$ cat src/rtl/core/dftd_pkg.sv
package dftd_pkg;

  localparam int unsigned DefColumns = 26;
  localparam int unsigned DefRows    = 9;

  localparam logic [7:0] FrameMarker = 8'd50;

  localparam int unsigned RowBitsW  = 26;
  localparam int unsigned RowIndexW = 4;

  localparam int unsigned CmdDepth = 2;

  typedef enum logic {
    CMD_TOGGLE,
    CMD_FRAME
  } cmd_kind_e;

  // col/row carry the raw stream bytes; the back end slices them to the grid
  typedef struct packed {
    cmd_kind_e  kind;
    logic [7:0] col;
    logic [7:0] row;
  } cmd_t;

  typedef enum logic {
    BK_IDLE,
    BK_DUMP
  } back_state_e;

endpackage

$ cat src/rtl/core/dftd_front.sv
module dftd_front #(
  parameter int unsigned COLUMNS = dftd_pkg::DefColumns,
  parameter int unsigned ROWS    = dftd_pkg::DefRows
) (
  input  logic          clk_i,
  input  logic          rst_ni,
  input  logic          in_take_i,
  input  logic [7:0]    data_byte_i,
  output logic          cmd_push_o,
  output dftd_pkg::cmd_t cmd_o
);

  logic       expect_row_q, expect_row_d;
  logic [7:0] pend_col_q, pend_col_d;
  logic       in_grid;

  assign in_grid = ({1'b0, pend_col_q} < 9'(COLUMNS)) && ({1'b0, data_byte_i} < 9'(ROWS));

  always_comb begin
    expect_row_d = expect_row_q;
    pend_col_d   = pend_col_q;
    cmd_push_o   = 1'b0;
    cmd_o.kind   = dftd_pkg::CMD_TOGGLE;
    cmd_o.col    = pend_col_q;
    cmd_o.row    = data_byte_i;
    if (in_take_i) begin
      if (expect_row_q) begin
        expect_row_d = 1'b0;
        cmd_push_o   = in_grid;
      end else if (data_byte_i == dftd_pkg::FrameMarker) begin
        cmd_push_o = 1'b1;
        cmd_o.kind = dftd_pkg::CMD_FRAME;
      end else begin
        pend_col_d   = data_byte_i;
        expect_row_d = 1'b1;
      end
    end
  end

  always_ff @(posedge clk_i or negedge rst_ni) begin
    if (!rst_ni) begin
      expect_row_q <= 1'b0;
      pend_col_q   <= 8'd0;
    end else begin
      expect_row_q <= expect_row_d;
      pend_col_q   <= pend_col_d;
    end
  end

endmodule

$ cat src/rtl/core/dftd_cmd_fifo.sv
module dftd_cmd_fifo (
  input  logic           clk_i,
  input  logic           rst_ni,
  input  logic           push_i,
  input  dftd_pkg::cmd_t wdata_i,
  output logic           full_o,
  input  logic           pop_i,
  output logic           valid_o,
  output dftd_pkg::cmd_t rdata_o
);

  localparam int unsigned PtrW = (dftd_pkg::CmdDepth > 1) ? $clog2(dftd_pkg::CmdDepth) : 1;
  localparam int unsigned CntW = $clog2(dftd_pkg::CmdDepth + 1);

  dftd_pkg::cmd_t mem_q [dftd_pkg::CmdDepth];
  logic [PtrW-1:0] wr_ptr_q, rd_ptr_q;
  logic [CntW-1:0] count_q;
  logic            do_push, do_pop;

  assign full_o  = (count_q == CntW'(dftd_pkg::CmdDepth));
  assign valid_o = (count_q != '0);
  assign rdata_o = mem_q[rd_ptr_q];
  assign do_push = push_i && !full_o;
  assign do_pop  = pop_i && valid_o;

  always_ff @(posedge clk_i) begin
    if (do_push) begin
      mem_q[wr_ptr_q] <= wdata_i;
    end
  end

  always_ff @(posedge clk_i or negedge rst_ni) begin
    if (!rst_ni) begin
      wr_ptr_q <= '0;
      rd_ptr_q <= '0;
      count_q  <= '0;
    end else begin
      if (do_push) begin
        wr_ptr_q <= (wr_ptr_q == PtrW'(dftd_pkg::CmdDepth - 1)) ? '0 : wr_ptr_q + 1'b1;
      end
      if (do_pop) begin
        rd_ptr_q <= (rd_ptr_q == PtrW'(dftd_pkg::CmdDepth - 1)) ? '0 : rd_ptr_q + 1'b1;
      end
      if (do_push && !do_pop) begin
        count_q <= count_q + 1'b1;
      end else if (do_pop && !do_push) begin
        count_q <= count_q - 1'b1;
      end
    end
  end

endmodule

$ cat src/rtl/core/dftd_back.sv
module dftd_back #(
  parameter int unsigned COLUMNS = dftd_pkg::DefColumns,
  parameter int unsigned ROWS    = dftd_pkg::DefRows
) (
  input  logic                             clk_i,
  input  logic                             rst_ni,
  input  logic                             cmd_valid_i,
  input  dftd_pkg::cmd_t                   cmd_i,
  output logic                             cmd_pop_o,
  output logic                             empty_o,
  input  logic                             pop_i,
  output logic [dftd_pkg::RowIndexW-1:0]   row_index_o,
  output logic [dftd_pkg::RowBitsW-1:0]    row_bits_o,
  output logic                             frame_last_o
);

  localparam int unsigned RowW = (ROWS > 1) ? $clog2(ROWS) : 1;
  localparam int unsigned ColW = (COLUMNS > 1) ? $clog2(COLUMNS) : 1;

  dftd_pkg::back_state_e state_q, state_d;
  logic [COLUMNS-1:0] cells_q [ROWS];
  logic [RowW-1:0]    row_q, row_d;
  logic               load, toggle, last_row;
  logic               out_valid_q;
  logic [dftd_pkg::RowIndexW-1:0] out_idx_q;
  logic [dftd_pkg::RowBitsW-1:0]  out_bits_q, row_bits;
  logic                           out_last_q;
  logic [RowW+dftd_pkg::RowIndexW-1:0] idx_ext;

  assign last_row = (row_q == RowW'(ROWS - 1));
  assign idx_ext  = {{dftd_pkg::RowIndexW{1'b0}}, row_q};

  // row cells fitted to the 26-bit field: zero fill or drop the excess
  always_comb begin
    for (int i = 0; i < dftd_pkg::RowBitsW; i++) begin
      if (i < COLUMNS) begin
        row_bits[i] = cells_q[row_q][i];
      end else begin
        row_bits[i] = 1'b0;
      end
    end
  end

  always_comb begin
    state_d   = state_q;
    row_d     = row_q;
    cmd_pop_o = 1'b0;
    load      = 1'b0;
    toggle    = 1'b0;
    unique case (state_q)
      dftd_pkg::BK_IDLE: begin
        if (cmd_valid_i) begin
          if (cmd_i.kind == dftd_pkg::CMD_TOGGLE) begin
            cmd_pop_o = 1'b1;
            toggle    = 1'b1;
          end else begin
            state_d = dftd_pkg::BK_DUMP;
            row_d   = '0;
          end
        end
      end
      dftd_pkg::BK_DUMP: begin
        if (!out_valid_q || pop_i) begin
          load = 1'b1;
          if (last_row) begin
            cmd_pop_o = 1'b1;
            state_d   = dftd_pkg::BK_IDLE;
          end else begin
            row_d = row_q + 1'b1;
          end
        end
      end
      default: state_d = dftd_pkg::BK_IDLE;
    endcase
  end

  always_ff @(posedge clk_i or negedge rst_ni) begin
    if (!rst_ni) begin
      state_q     <= dftd_pkg::BK_IDLE;
      row_q       <= '0;
      out_valid_q <= 1'b0;
      for (int r = 0; r < ROWS; r++) begin
        cells_q[r] <= '1;
      end
    end else begin
      state_q <= state_d;
      row_q   <= row_d;
      if (load) begin
        out_valid_q <= 1'b1;
      end else if (pop_i) begin
        out_valid_q <= 1'b0;
      end
      if (toggle) begin
        cells_q[cmd_i.row[RowW-1:0]][cmd_i.col[ColW-1:0]] <=
          ~cells_q[cmd_i.row[RowW-1:0]][cmd_i.col[ColW-1:0]];
      end
    end
  end

  always_ff @(posedge clk_i) begin
    if (load) begin
      out_idx_q  <= idx_ext[dftd_pkg::RowIndexW-1:0];
      out_bits_q <= row_bits;
      out_last_q <= last_row;
    end
  end

  assign empty_o      = !out_valid_q;
  assign row_index_o  = out_idx_q;
  assign row_bits_o   = out_bits_q;
  assign frame_last_o = out_last_q;

  // readout only runs with the frame command still at the queue head
  a_dump_head: assert property (@(posedge clk_i) disable iff (!rst_ni)
    (state_q == dftd_pkg::BK_DUMP) |-> (cmd_valid_i && cmd_i.kind == dftd_pkg::CMD_FRAME))
    else $error("readout without frame command at head");

  // a loaded row never overwrites one that is still waiting
  a_no_overwrite: assert property (@(posedge clk_i) disable iff (!rst_ni)
    (out_valid_q && !pop_i && state_q == dftd_pkg::BK_DUMP) |=> $stable(out_bits_q))
    else $error("waiting row overwritten");

  // no cell changes while a frame is being read out
  a_no_toggle_dump: assert property (@(posedge clk_i) disable iff (!rst_ni)
    (state_q == dftd_pkg::BK_DUMP) |-> !toggle)
    else $error("toggle during readout");

  a_row_range: assert property (@(posedge clk_i) disable iff (!rst_ni)
    (state_q == dftd_pkg::BK_DUMP) |-> (row_q <= RowW'(ROWS - 1)))
    else $error("row counter out of range");

endmodule

$ cat src/rtl/core/delta_frame_toggle_decoder.sv
// Channel  | Handshake          | Word
// ---------+--------------------+-------------------------------------------
// input    | push / full        | data_byte_i (column, row or frame marker)
// result   | pop / empty        | row_index_o, row_bits_o, frame_last_o
//
// Cycles: a byte is taken every cycle while the command queue has room; a
//   column byte alone or an off-grid pair leaves no command.
// A toggle lands in the bitmap at the edge that pops it from the queue head,
//   after its row byte has put it in the command queue; a frame marker is read
//   out one row per cycle into the output register while it is empty or popped.
// full rises when the two-entry command queue fills, e.g. while the back
//   end reads out a frame or waits on pop.
// Reset (rst_ni low, async): bitmap all black, column byte expected, queues
//   empty. No clearing pass is needed.
module delta_frame_toggle_decoder #(
  parameter int unsigned COLUMNS = dftd_pkg::DefColumns,
  parameter int unsigned ROWS    = dftd_pkg::DefRows
) (
  input  logic                           clk_i,
  input  logic                           rst_ni,
  input  logic                           push,
  output logic                           full,
  input  logic [7:0]                     data_byte_i,
  output logic                           empty,
  input  logic                           pop,
  output logic [dftd_pkg::RowIndexW-1:0] row_index_o,
  output logic [dftd_pkg::RowBitsW-1:0]  row_bits_o,
  output logic                           frame_last_o
);

  logic           in_take;
  logic           cmd_push;
  dftd_pkg::cmd_t cmd_in, cmd_head;
  logic           cmd_valid, cmd_pop;

  // a byte is taken only when the queue can hold whatever it produces
  assign in_take = push && !full;

  // front: column/row pairing, marker detection, grid check
  dftd_front #(
    .COLUMNS(COLUMNS),
    .ROWS   (ROWS)
  ) u_front (
    .clk_i      (clk_i),
    .rst_ni     (rst_ni),
    .in_take_i  (in_take),
    .data_byte_i(data_byte_i),
    .cmd_push_o (cmd_push),
    .cmd_o      (cmd_in)
  );

  // decouples byte intake from bitmap updates and frame readout
  dftd_cmd_fifo u_cmd_fifo (
    .clk_i  (clk_i),
    .rst_ni (rst_ni),
    .push_i (cmd_push),
    .wdata_i(cmd_in),
    .full_o (full),
    .pop_i  (cmd_pop),
    .valid_o(cmd_valid),
    .rdata_o(cmd_head)
  );

  // back: bitmap storage, toggles, row-by-row frame readout
  dftd_back #(
    .COLUMNS(COLUMNS),
    .ROWS   (ROWS)
  ) u_back (
    .clk_i       (clk_i),
    .rst_ni      (rst_ni),
    .cmd_valid_i (cmd_valid),
    .cmd_i       (cmd_head),
    .cmd_pop_o   (cmd_pop),
    .empty_o     (empty),
    .pop_i       (pop),
    .row_index_o (row_index_o),
    .row_bits_o  (row_bits_o),
    .frame_last_o(frame_last_o)
  );

endmodule

$ cat config.mk
export PLATFORM = sky130hd
export DESIGN_NAME = delta_frame_toggle_decoder
export DESIGN_NICKNAME = d
export VERILOG_FILES = /design/src/rtl/core/dftd_pkg.sv /design/src/rtl/core/dftd_front.sv /design/src/rtl/core/dftd_cmd_fifo.sv /design/src/rtl/core/dftd_back.sv /design/src/rtl/core/delta_frame_toggle_decoder.sv
export SDC_FILE = /design/constraint.sdc
export NUM_CORES = 1
export LEC_CHECK = 0
export BUFFER_PORTS_ARGS = -buffer_cell sky130_fd_sc_hd__buf_2
export CORE_MARGIN = 10
export CORE_UTILIZATION = 38
export DETAILED_ROUTE_END_ITERATION = 10
export GPL_ROUTABILITY_DRIVEN = 0
export GPL_TIMING_DRIVEN = 1
export HOLD_SLACK_MARGIN = 0.15
export PLACE_DENSITY_LB_ADDON = 0.05
export SYNTH_ARGS = -nofsm -noshare
export SYNTH_HDL_FRONTEND = slang
export SYNTH_HIERARCHICAL = 1
export SYNTH_SLANG_ARGS = --single-unit
$ cat constraint.sdc
create_clock -name clk_i -period 3.2 [get_ports clk_i]
set_clock_uncertainty 0.05 [all_clocks]
set_input_delay 0.32 -clock clk_i [delete_from_list [all_inputs] [get_ports clk_i]]
set_output_delay 0.32 -clock clk_i [all_outputs]
set_load 0.005 [all_outputs]
==> results of run 1 <==
[flip-flops by register name, indices dropped and copies added (netlist names)]
| name | cells |
|---|---|
| u_cmd_fifo/rd_ptr_q | 1 |
| u_back/row_q | 4 |
| u_back/row_bits_o | 26 |
| u_back/state_q | 1 |
| u_back/frame_last_o | 1 |
| u_back/row_index_o | 4 |
| u_front/pend_col_q | 8 |
| u_back/cells_q | 234 |
| u_cmd_fifo/mem_q | 20 |
| u_front/expect_row_q | 1 |
| u_back/out_valid_q | 1 |
| u_cmd_fifo/count_q | 2 |
| u_cmd_fifo/wr_ptr_q | 1 |
[per-stage QoR]
stage	area, um^2	total power (W)	cells	hold WS (ns)
after floorplan	16600	0.00703	1471	-0.0256
after global placement	17700	0.00849	2042	0.347
after detailed placement	17700	0.00852	2042	0.342
after CTS	19100	0.0128	2122	0.346
after global routing	19100	0.0132	2123	0.379
final	19100	0.0127	2123	0.343
[worst max-delay path: stages, from the launching register on]
cell and delay [ns]:
dfrtp_1 0.41, buf_4 0.17, mux2_4 0.33, buf_12 0.30, mux4_2 0.36, mux2i_1 0.28, o211ai_1 0.18, a41oi_2 0.29
nor4_4 0.08, buf_4 0.22, a31oi_1 0.19
[cell type report]
cell class	instances	area [um^2]	area share, %
timing repair buffer	153	1310	6.88
tap	585	732	3.83
clock inverter	16	101	0.530
sequential	304	8160	42.7
clock buffer	53	1100	5.76
multi-input combinational	1001	7650	40.0
inverter	11	45.0	0.236
[path summary, 6_finish.rpt]
| check | endpoint | start |
|---|---|---|
| setup / recovery | u_back/cells_q[224] | u_cmd_fifo/rd_ptr_q |
| hold / removal | u_back/row_q[0] | rst_ni |
| setup reg to reg | u_back/cells_q[224] | u_cmd_fifo/rd_ptr_q |
| hold reg to reg | u_cmd_fifo/mem_q[0][8] | u_front/pend_col_q[0] |
| max in group asynchronous | u_back/cells_q[13] | rst_ni |
| min in group clk_i | u_cmd_fifo/mem_q[0][8] | u_front/pend_col_q[0] |
[timing repair]
action                                  in CTS  in global routing
endpoints found under the setup margin       0                 88
endpoints found under the hold margin       69                  0
resized for setup                            0                  6
hold buffers                                11                  0
[metal layers]
layer  part of all wire (%)  vias up
met2                     45      418
met3                    5.8       76
met4                    2.4        0
li1                       -     5758
met1                     47     6441
met5                      0        -
[power by group]
group	internal (W)	total [W]	switching (W)
logic	0.00138	0.00396	0.00257
clock network	0.00248	0.00418	0.00170
registers	0.00432	0.00453	0.000204
total	0.00818	0.0127	0.00448
==> results.json, run 1 <==
{
  "status": "completed",
  "drive_above_1_share_pct": 36.5,
  "crit_fanout": 39,
  "fin_tns_setup_ns": 0,
  "antenna_found_initial": 0,
  "via_per_inst": 5.98,
  "yosysWarnings": 6,
  "grt_pass1_vias": 12400,
  "dr.first_iter.drc_count": 1114,
  "max_slew_margin_pct": 40.6,
  "finish.utilization_pct": 44.3,
  "rsz0062_at_grt": "false",
  "die-width_um": 229,
  "post-dp-hpwl_um": 33900,
  "peakVddDrop_uv": 1040,
  "crit_type": "register to register",
  "post_cts_buffers": 0,
  "drtAntennaViolNets": 0,
  "setup-violations-final": 0,
  "clkTransAtPathRegs_ns": 0.06,
  "tightest_slew_ns": 0.887,
  "required_ns": 3.62,
  "dieArea_um2": 52500,
  "hold_viol": 0,
  "post-place-ws_ns": 0.109,
  "slew_viol_final": 0,
  "use_met3_pct": 3.49,
  "final.setup.worst_slack_ns": 0.205,
  "reg2reg_slack_ns": 0.21,
  "max_cap_viol_count": 0,
  "period_share_pct": 93.6,
  "max_freq_ghz": 0.334,
  "diodes": 0,
  "grt_pass1_wl_um": 82900,
  "pin_count": 45,
  "portBuffers": 44,
  "die_h_um": 229,
  "rows": 76,
  "syn_avg_cell_area_um2": 11.3,
  "initial_core_util_pct": 38.5,
  "final_nets": 1524,
  "grt_use_met1_pct": 28.9,
  "ctsHtreeMaxLevel": 2,
  "numClockSinks": 304,
  "cts-root-buf": "clkbuf_16",
  "arrival_ns": 3.42,
  "hold_path_class": "input port to asynchronous set/reset pin",
  "track_usage_pct": 20.4,
  "r2r_cells": 10,
  "grt-ovfl-total": 0,
  "grt_max_degree": 79,
  "critPathLaunchType": "register",
  "drc": 0,
  "finalCriticalPeriod_ns": 2.99,
  "powerDensity_nw_per_um2": 662,
  "cts_max_path_buffers": 3,
  "dr.pass1.iters": 6,
  "synth_nets": 1486,
  "synth_area_um2": 16600,
  "coreArea_um2": 43200,
  "wl_um": 54500,
  "vias": 12700,
  "cts_tree": "done",
  "final_cell_mix": "dfstp_2 (234), a21oi_1 (200), a31oi_1 (160)",
  "power.leakage_nw": 6.83,
  "worstSetupEndpointType": "register",
  "n_fill_cell": 4106,
  "clock_latency_ns": 0.55,
  "avgRoutedWirePerCell_um": 25.7,
  "grtUsageMet2_pct": 31.1,
  "numCtsBuffers": 38,
  "final_common_cell": "dfstp_2",
  "area_delta_synth_final_pct": 15.0,
  "grt_most_used_layer": "met2",
  "synth_cells": 1471
}
Power figures use the tool's default switching activity.
==> run 2: changes to the inputs <==
--- a/config.mk
+++ b/config.mk
@@ -6,7 +6,7 @@
 export NUM_CORES = 1
 export LEC_CHECK = 0
 export BUFFER_PORTS_ARGS = -buffer_cell sky130_fd_sc_hd__buf_2
-export CORE_MARGIN = 10
+export CORE_MARGIN = 2
 export CORE_UTILIZATION = 38
 export DETAILED_ROUTE_END_ITERATION = 10
 export GPL_ROUTABILITY_DRIVEN = 0
==> results.json, run 2 (synthesis gave the netlist of run 1 again) <==
{
  "fin_cells": 2128,
  "die_h_um": 213,
  "critPathLaunchType": "register",
  "crit_type": "register to register",
  "clock_latency_ns": 0.55,
  "numClockSinks": 304,
  "p_total_w": 0.0128,
  "cp_slowest_cell": "dfrtp_1",
  "cts-root-buf": "clkbuf_16",
  "vias": 12700,
  "diodes": 0,
  "tightest_slew_ns": 1.17,
  "grt_pass1_wl_um": 81500,
  "wl_um": 53600,
  "final_cell_mix": "dfstp_2 (234), a21oi_1 (200), a31oi_1 (160)",
  "portBuffers": 44,
  "period_share_pct": 94.8,
  "max_cap_viol_count": 0,
  "power.leakage_nw": 6.86,
  "pin_count": 45,
  "n_fill_cell": 4065,
  "post-place-ws_ns": 0.0920,
  "avgRoutedWirePerCell_um": 25.2,
  "grt_most_used_layer": "met2",
  "post-dp-hpwl_um": 33000,
  "required_ns": 3.56,
  "register_area_um2": 8160,
  "largest_register": "u_back/cells_q",
  "r2r_cells": 10,
  "peakVddDrop_uv": 773,
  "via_per_inst": 5.97,
  "drtAntennaViolNets": 0,
  "cts_max_path_buffers": 3,
  "hold_viol": 0,
  "grt_use_met1_pct": 35.6,
  "worstSetupEndpointType": "register",
  "drc": 0,
  "critPathLaunch": "u_cmd_fifo/rd_ptr_q",
  "finish.utilization_pct": 44.4,
  "grt_max_degree": 95,
  "rows": 76,
  "antenna_found_initial": 0,
  "dp.cells": 2043,
  "initial_core_util_pct": 38.6,
  "numCtsBuffers": 39,
  "fin_tns_setup_ns": 0,
  "dr.pass1.iters": 5,
  "grtUsageMet2_pct": 36.7,
  "drive_above_1_share_pct": 36.5,
  "hold_path_class": "input port to asynchronous set/reset pin",
  "rsz0062_at_grt": "true",
  "final.setup.worst_slack_ns": 0.165,
  "dieArea_um2": 45400,
  "largest_reg_flops": 234,
  "track_usage_pct": 24.1,
  "status": "completed",
  "final_nets": 1530,
  "powerDensity_nw_per_um2": 671,
  "r2r-start": "u_cmd_fifo/rd_ptr_q",
  "setup-violations-final": 0,
  "slew_viol_final": 0,
  "crit_fanout": 34,
  "max_slew_margin_pct": 21.9,
  "die-width_um": 213,
  "dr.first_iter.drc_count": 1092,
  "multi_input_area_um2": 7650,
  "ctsHtreeMaxLevel": 2,
  "grt-ovfl-total": 0,
  "final_common_cell": "dfstp_2",
  "grt_pass1_vias": 12400,
  "crit_path_cell_trace": "mux2_2 > buf_12 > or2_1 > buf_4 > o221ai_1 > o21a_1 > o2111ai_1 > a311oi_4 > buf_12 > a31oi_1",
  "crit_top_cell": "buf_12",
  "reg2reg_slack_ns": 0.17,
  "coreArea_um2": 43100,
  "area_delta_synth_final_pct": 15.2,
  "slowest_delay_ns": 0.44,
  "max_freq_ghz": 0.330,
  "use_met3_pct": 3.16,
  "cts_tree": "done",
  "arrival_ns": 3.39,
  "clkTransAtPathRegs_ns": 0.06,
  "finalCriticalPeriod_ns": 3.03
}
[run 2: changes by cell type in the layout (fill, tap and decap cells not counted), moves of 2 or more]
| cell | previous run | this run |
|---|---|---|
| buf_4 | 79 | 85 |
| bufinv_16 | 1 | 3 |
| clkbuf_1 | 9 | 17 |
| clkbuf_16 | 41 | 39 |
| clkinv_1 | 8 | 4 |
| clkinv_2 | 6 | 1 |
| clkinvlp_4 | 3 | 0 |
| inv_6 | 0 | 3 |
[run 2: path summary, 6_finish.rpt]
kind | end
setup / recovery | u_back/cells_q[232]
hold / removal | u_back/row_q[3]
setup reg to reg | u_back/cells_q[232]
hold reg to reg | u_cmd_fifo/mem_q[1][8]
max in group asynchronous | u_back/cells_q[205]
min in group clk_i | u_cmd_fifo/mem_q[1][8]
[run 2: cell type report]
class / instances / share of cell area, %
inverter: 11 / 0.216
multi-input combinational: 1001 / 39.9
timing repair buffer: 158 / 6.99
tap: 585 / 3.82
clock buffer: 60 / 5.72
clock inverter: 9 / 0.673
sequential: 304 / 42.6
[run 2: stage by stage]
step | hold WS (ns) | area (um^2)
finish | 0.387 | 19100
global route | 0.435 | 19100
CTS | 0.384 | 19100
detailed placement | 0.377 | 17700
global placement | 0.373 | 17700
floorplan | -0.0256 | 16600
[run 2: metal layers]
metal | up-vias | part of all wire, %
li1 | 5763 | -
met4 | 0 | 2.5
met2 | 413 | 44
met3 | 63 | 5.6
met5 | - | 0
met1 | 6469 | 47
[run 2: what timing repair did]
item / in CTS / in global routing
buffers inserted: 0 / 4
hold endpoints to repair: 36 / 0
hold buffers: 11 / 0
endpoints found under the setup margin: 0 / 84
resized for setup: 0 / 4
[run 2: report_power, final]
part	internal, W	total (W)	switching [W]
Sequential	0.00432	0.00449	0.000173
Combinational	0.00143	0.00405	0.00262
Clock	0.00259	0.00430	0.00170
[run 2: critical path, delay by kind of cell (launching register included)]
kind | cells | cell delay [ns]
simple gates | 1 | 0.28
mux | 1 | 0.39
buf+inv | 3 | 0.63
flops | 1 | 0.44
compound gates | 5 | 1.05
==> run 3: changes to the inputs <==
--- a/config.mk
+++ b/config.mk
@@ -13,6 +13,7 @@
 export GPL_TIMING_DRIVEN = 1
 export HOLD_SLACK_MARGIN = 0.15
 export PLACE_DENSITY_LB_ADDON = 0.05
+export SETUP_SLACK_MARGIN = 0.4
 export SYNTH_ARGS = -nofsm -noshare
 export SYNTH_HDL_FRONTEND = slang
 export SYNTH_HIERARCHICAL = 1
==> results.json, run 3 (synthesis gave the netlist of run 1 again) <==
{
  "status": "completed",
  "grt-ovfl-total": 0,
  "grt_max_degree": 95,
  "crit_type": "register to register",
  "highest_layer": "met4",
  "max_cap_viol_count": 0,
  "pin_count": 45,
  "r2r_cells": 12,
  "final_common_cell": "dfstp_2",
  "cts-root-buf": "clkbuf_16",
  "cts_max_path_buffers": 3,
  "rr_endpoint": "u_back/cells_q[55]",
  "via_per_inst": 6.08,
  "crit_fanout": 8,
  "hold_path_class": "input port to asynchronous set/reset pin",
  "drc": 0,
  "numClockSinks": 304,
  "worstSetupEndpointType": "register",
  "setup-violations-final": 0,
  "required_ns": 3.61,
  "reg2reg_slack_ns": 0.33,
  "drtAntennaViolNets": 0,
  "dr.pass1.iters": 5,
  "rsz0062_at_grt": "true",
  "cts_tree": "done",
  "max_freq_ghz": 0.348,
  "finalCriticalPeriod_ns": 2.87,
  "final_cell_mix": "dfstp_2 (234), a21oi_1 (198), a31oi_1 (134)",
  "endpoint": "u_back/cells_q[55]",
  "ctsHtreeMaxLevel": 2,
  "coreArea_um2": 43100,
  "dr.first_iter.drc_count": 1179,
  "dieArea_um2": 45400,
  "wl_met2_um": 26800,
  "initial_core_util_pct": 38.6,
  "largest_reg_flops": 234,
  "period_share_pct": 89.8,
  "die-width_um": 213,
  "numCtsBuffers": 39,
  "clock_latency_ns": 0.56,
  "portBuffers": 44,
  "r2r-start": "u_cmd_fifo/rd_ptr_q",
  "die_h_um": 213,
  "powerDensity_nw_per_um2": 665,
  "slew_viol_final": 0,
  "rows": 76,
  "area_delta_synth_final_pct": 23.7,
  "hold_viol": 0,
  "critPathLaunchType": "register",
  "arrival_ns": 3.29,
  "n_fill_cell": 3935,
  "drt-met1-wl_um": 27200,
  "largest_register": "u_back/cells_q",
  "avgRoutedWirePerCell_um": 26.9,
  "diodes": 0,
  "tightest_slew_ns": 0.786,
  "dp.cells": 2043,
  "wl_um": 58300,
  "fin_tns_setup_ns": 0,
  "max_slew_margin_pct": 47.6,
  "grt_pass1_vias": 12600,
  "post-dp-hpwl_um": 33000,
  "grt_pass1_wl_um": 83300,
  "power.leakage_nw": 7.32,
  "fin_cells": 2169,
  "critPathLaunch": "u_cmd_fifo/rd_ptr_q",
  "track_usage_pct": 24.6,
  "clkTransAtPathRegs_ns": 0.06,
  "peakVddDrop_uv": 785,
  "vias": 13200,
  "final_nets": 1571,
  "antenna_found_initial": 0,
  "dr_wl_met3_um": 3070,
  "drive_above_1_share_pct": 43.3
}
[run 3: cell types whose count changed in the layout (fill, tap and decap cells not counted), moves of 7 or more]
| cell | before | now |
|---|---|---|
| o21ai_0 | 124 | 117 |
| nor2_1 | 49 | 42 |
| buf_6 | 0 | 13 |
| buf_12 | 18 | 28 |
| nand2_1 | 64 | 56 |
| a31oi_1 | 160 | 134 |
| a31oi_4 | 3 | 25 |
| clkbuf_16 | 39 | 49 |
[run 3: where the power goes]
group	internal, W	leakage [nW]	switching [W]
Clock	0.00259	0.592	0.00170
Sequential	0.00432	3.13	0.000177
Combinational	0.00188	3.59	0.00299
Total	0.00879	7.32	0.00487
[run 3: what timing repair did]
action	in CTS	in global routing
buffers inserted	17	11
gates resized for setup	45	103
setup endpoints to repair	205	222
endpoints found under the hold margin	36	0
hold buffers	11	0
cloned	4	14
pin swaps	6	18
[run 3: through the flow]
step | cell area (um^2) | util, % | setup WS, ns | power, W | hold slack [ns]
2_1_floorplan | 16600 | - | 0.571 | 0.00703 | -0.0256
6_report | 20600 | 47.7 | 0.328 | 0.0137 | 0.370
3_3_place_gp | 17700 | 41.2 | 0.0759 | 0.00852 | 0.373
3_5_place_dp | 17700 | 41.2 | 0.0920 | 0.00855 | 0.377
5_1_grt | 20600 | 47.7 | 0.249 | 0.0142 | 0.427
4_1_cts | 19500 | 45.3 | 0.293 | 0.0133 | 0.384
[run 3: cell type report]
cell class              instances  area (um^2)  area share, %
clock buffers                  60         1090           5.33
inverters                      11         42.5          0.207
multi-input cells            1002         8320           40.5
well taps                     585          732           3.56
flip-flops and latches        304         8160           39.7
clock inverters                 9          129          0.627
repair buffers                198         2070           10.1
[run 3: critical path: stages, from the launching register on]
cell and delay [ns]:
dfrtp_2 0.45, buf_6 0.13, mux2_4 0.31, buf_12 0.14
or2_4 0.25, buf_12 0.14, o221ai_2 0.18, o21a_1 0.18
o2111ai_2 0.15, a311oi_4 0.32, buf_6 0.21, buf_16 0.16
a31oi_4 0.09
[run 3: metal layers]
| metal | GRT usage (%) | up-vias |
|---|---|---|
| met2 | 38.0 | 455 |
| li1 | - | 5867 |
| met5 | 0 | - |
| met1 | 36.3 | 6802 |
| met4 | 6.61 | 0 |
| met3 | 3.31 | 71 |
[run 3: worst min-delay path by stage]
stage	startpoint	slack (ns)	end
finish	rst_ni	0.37	u_back/row_q[3]
global route	rst_ni	0.43	u_back/row_q[0]
CTS	rst_ni	0.38	u_back/row_q[0]
detailed placement	rst_ni	0.38	u_back/row_q[0]
global placement	rst_ni	0.37	u_back/row_q[0]
floorplan	rst_ni	-0.03	u_back/out_valid_q
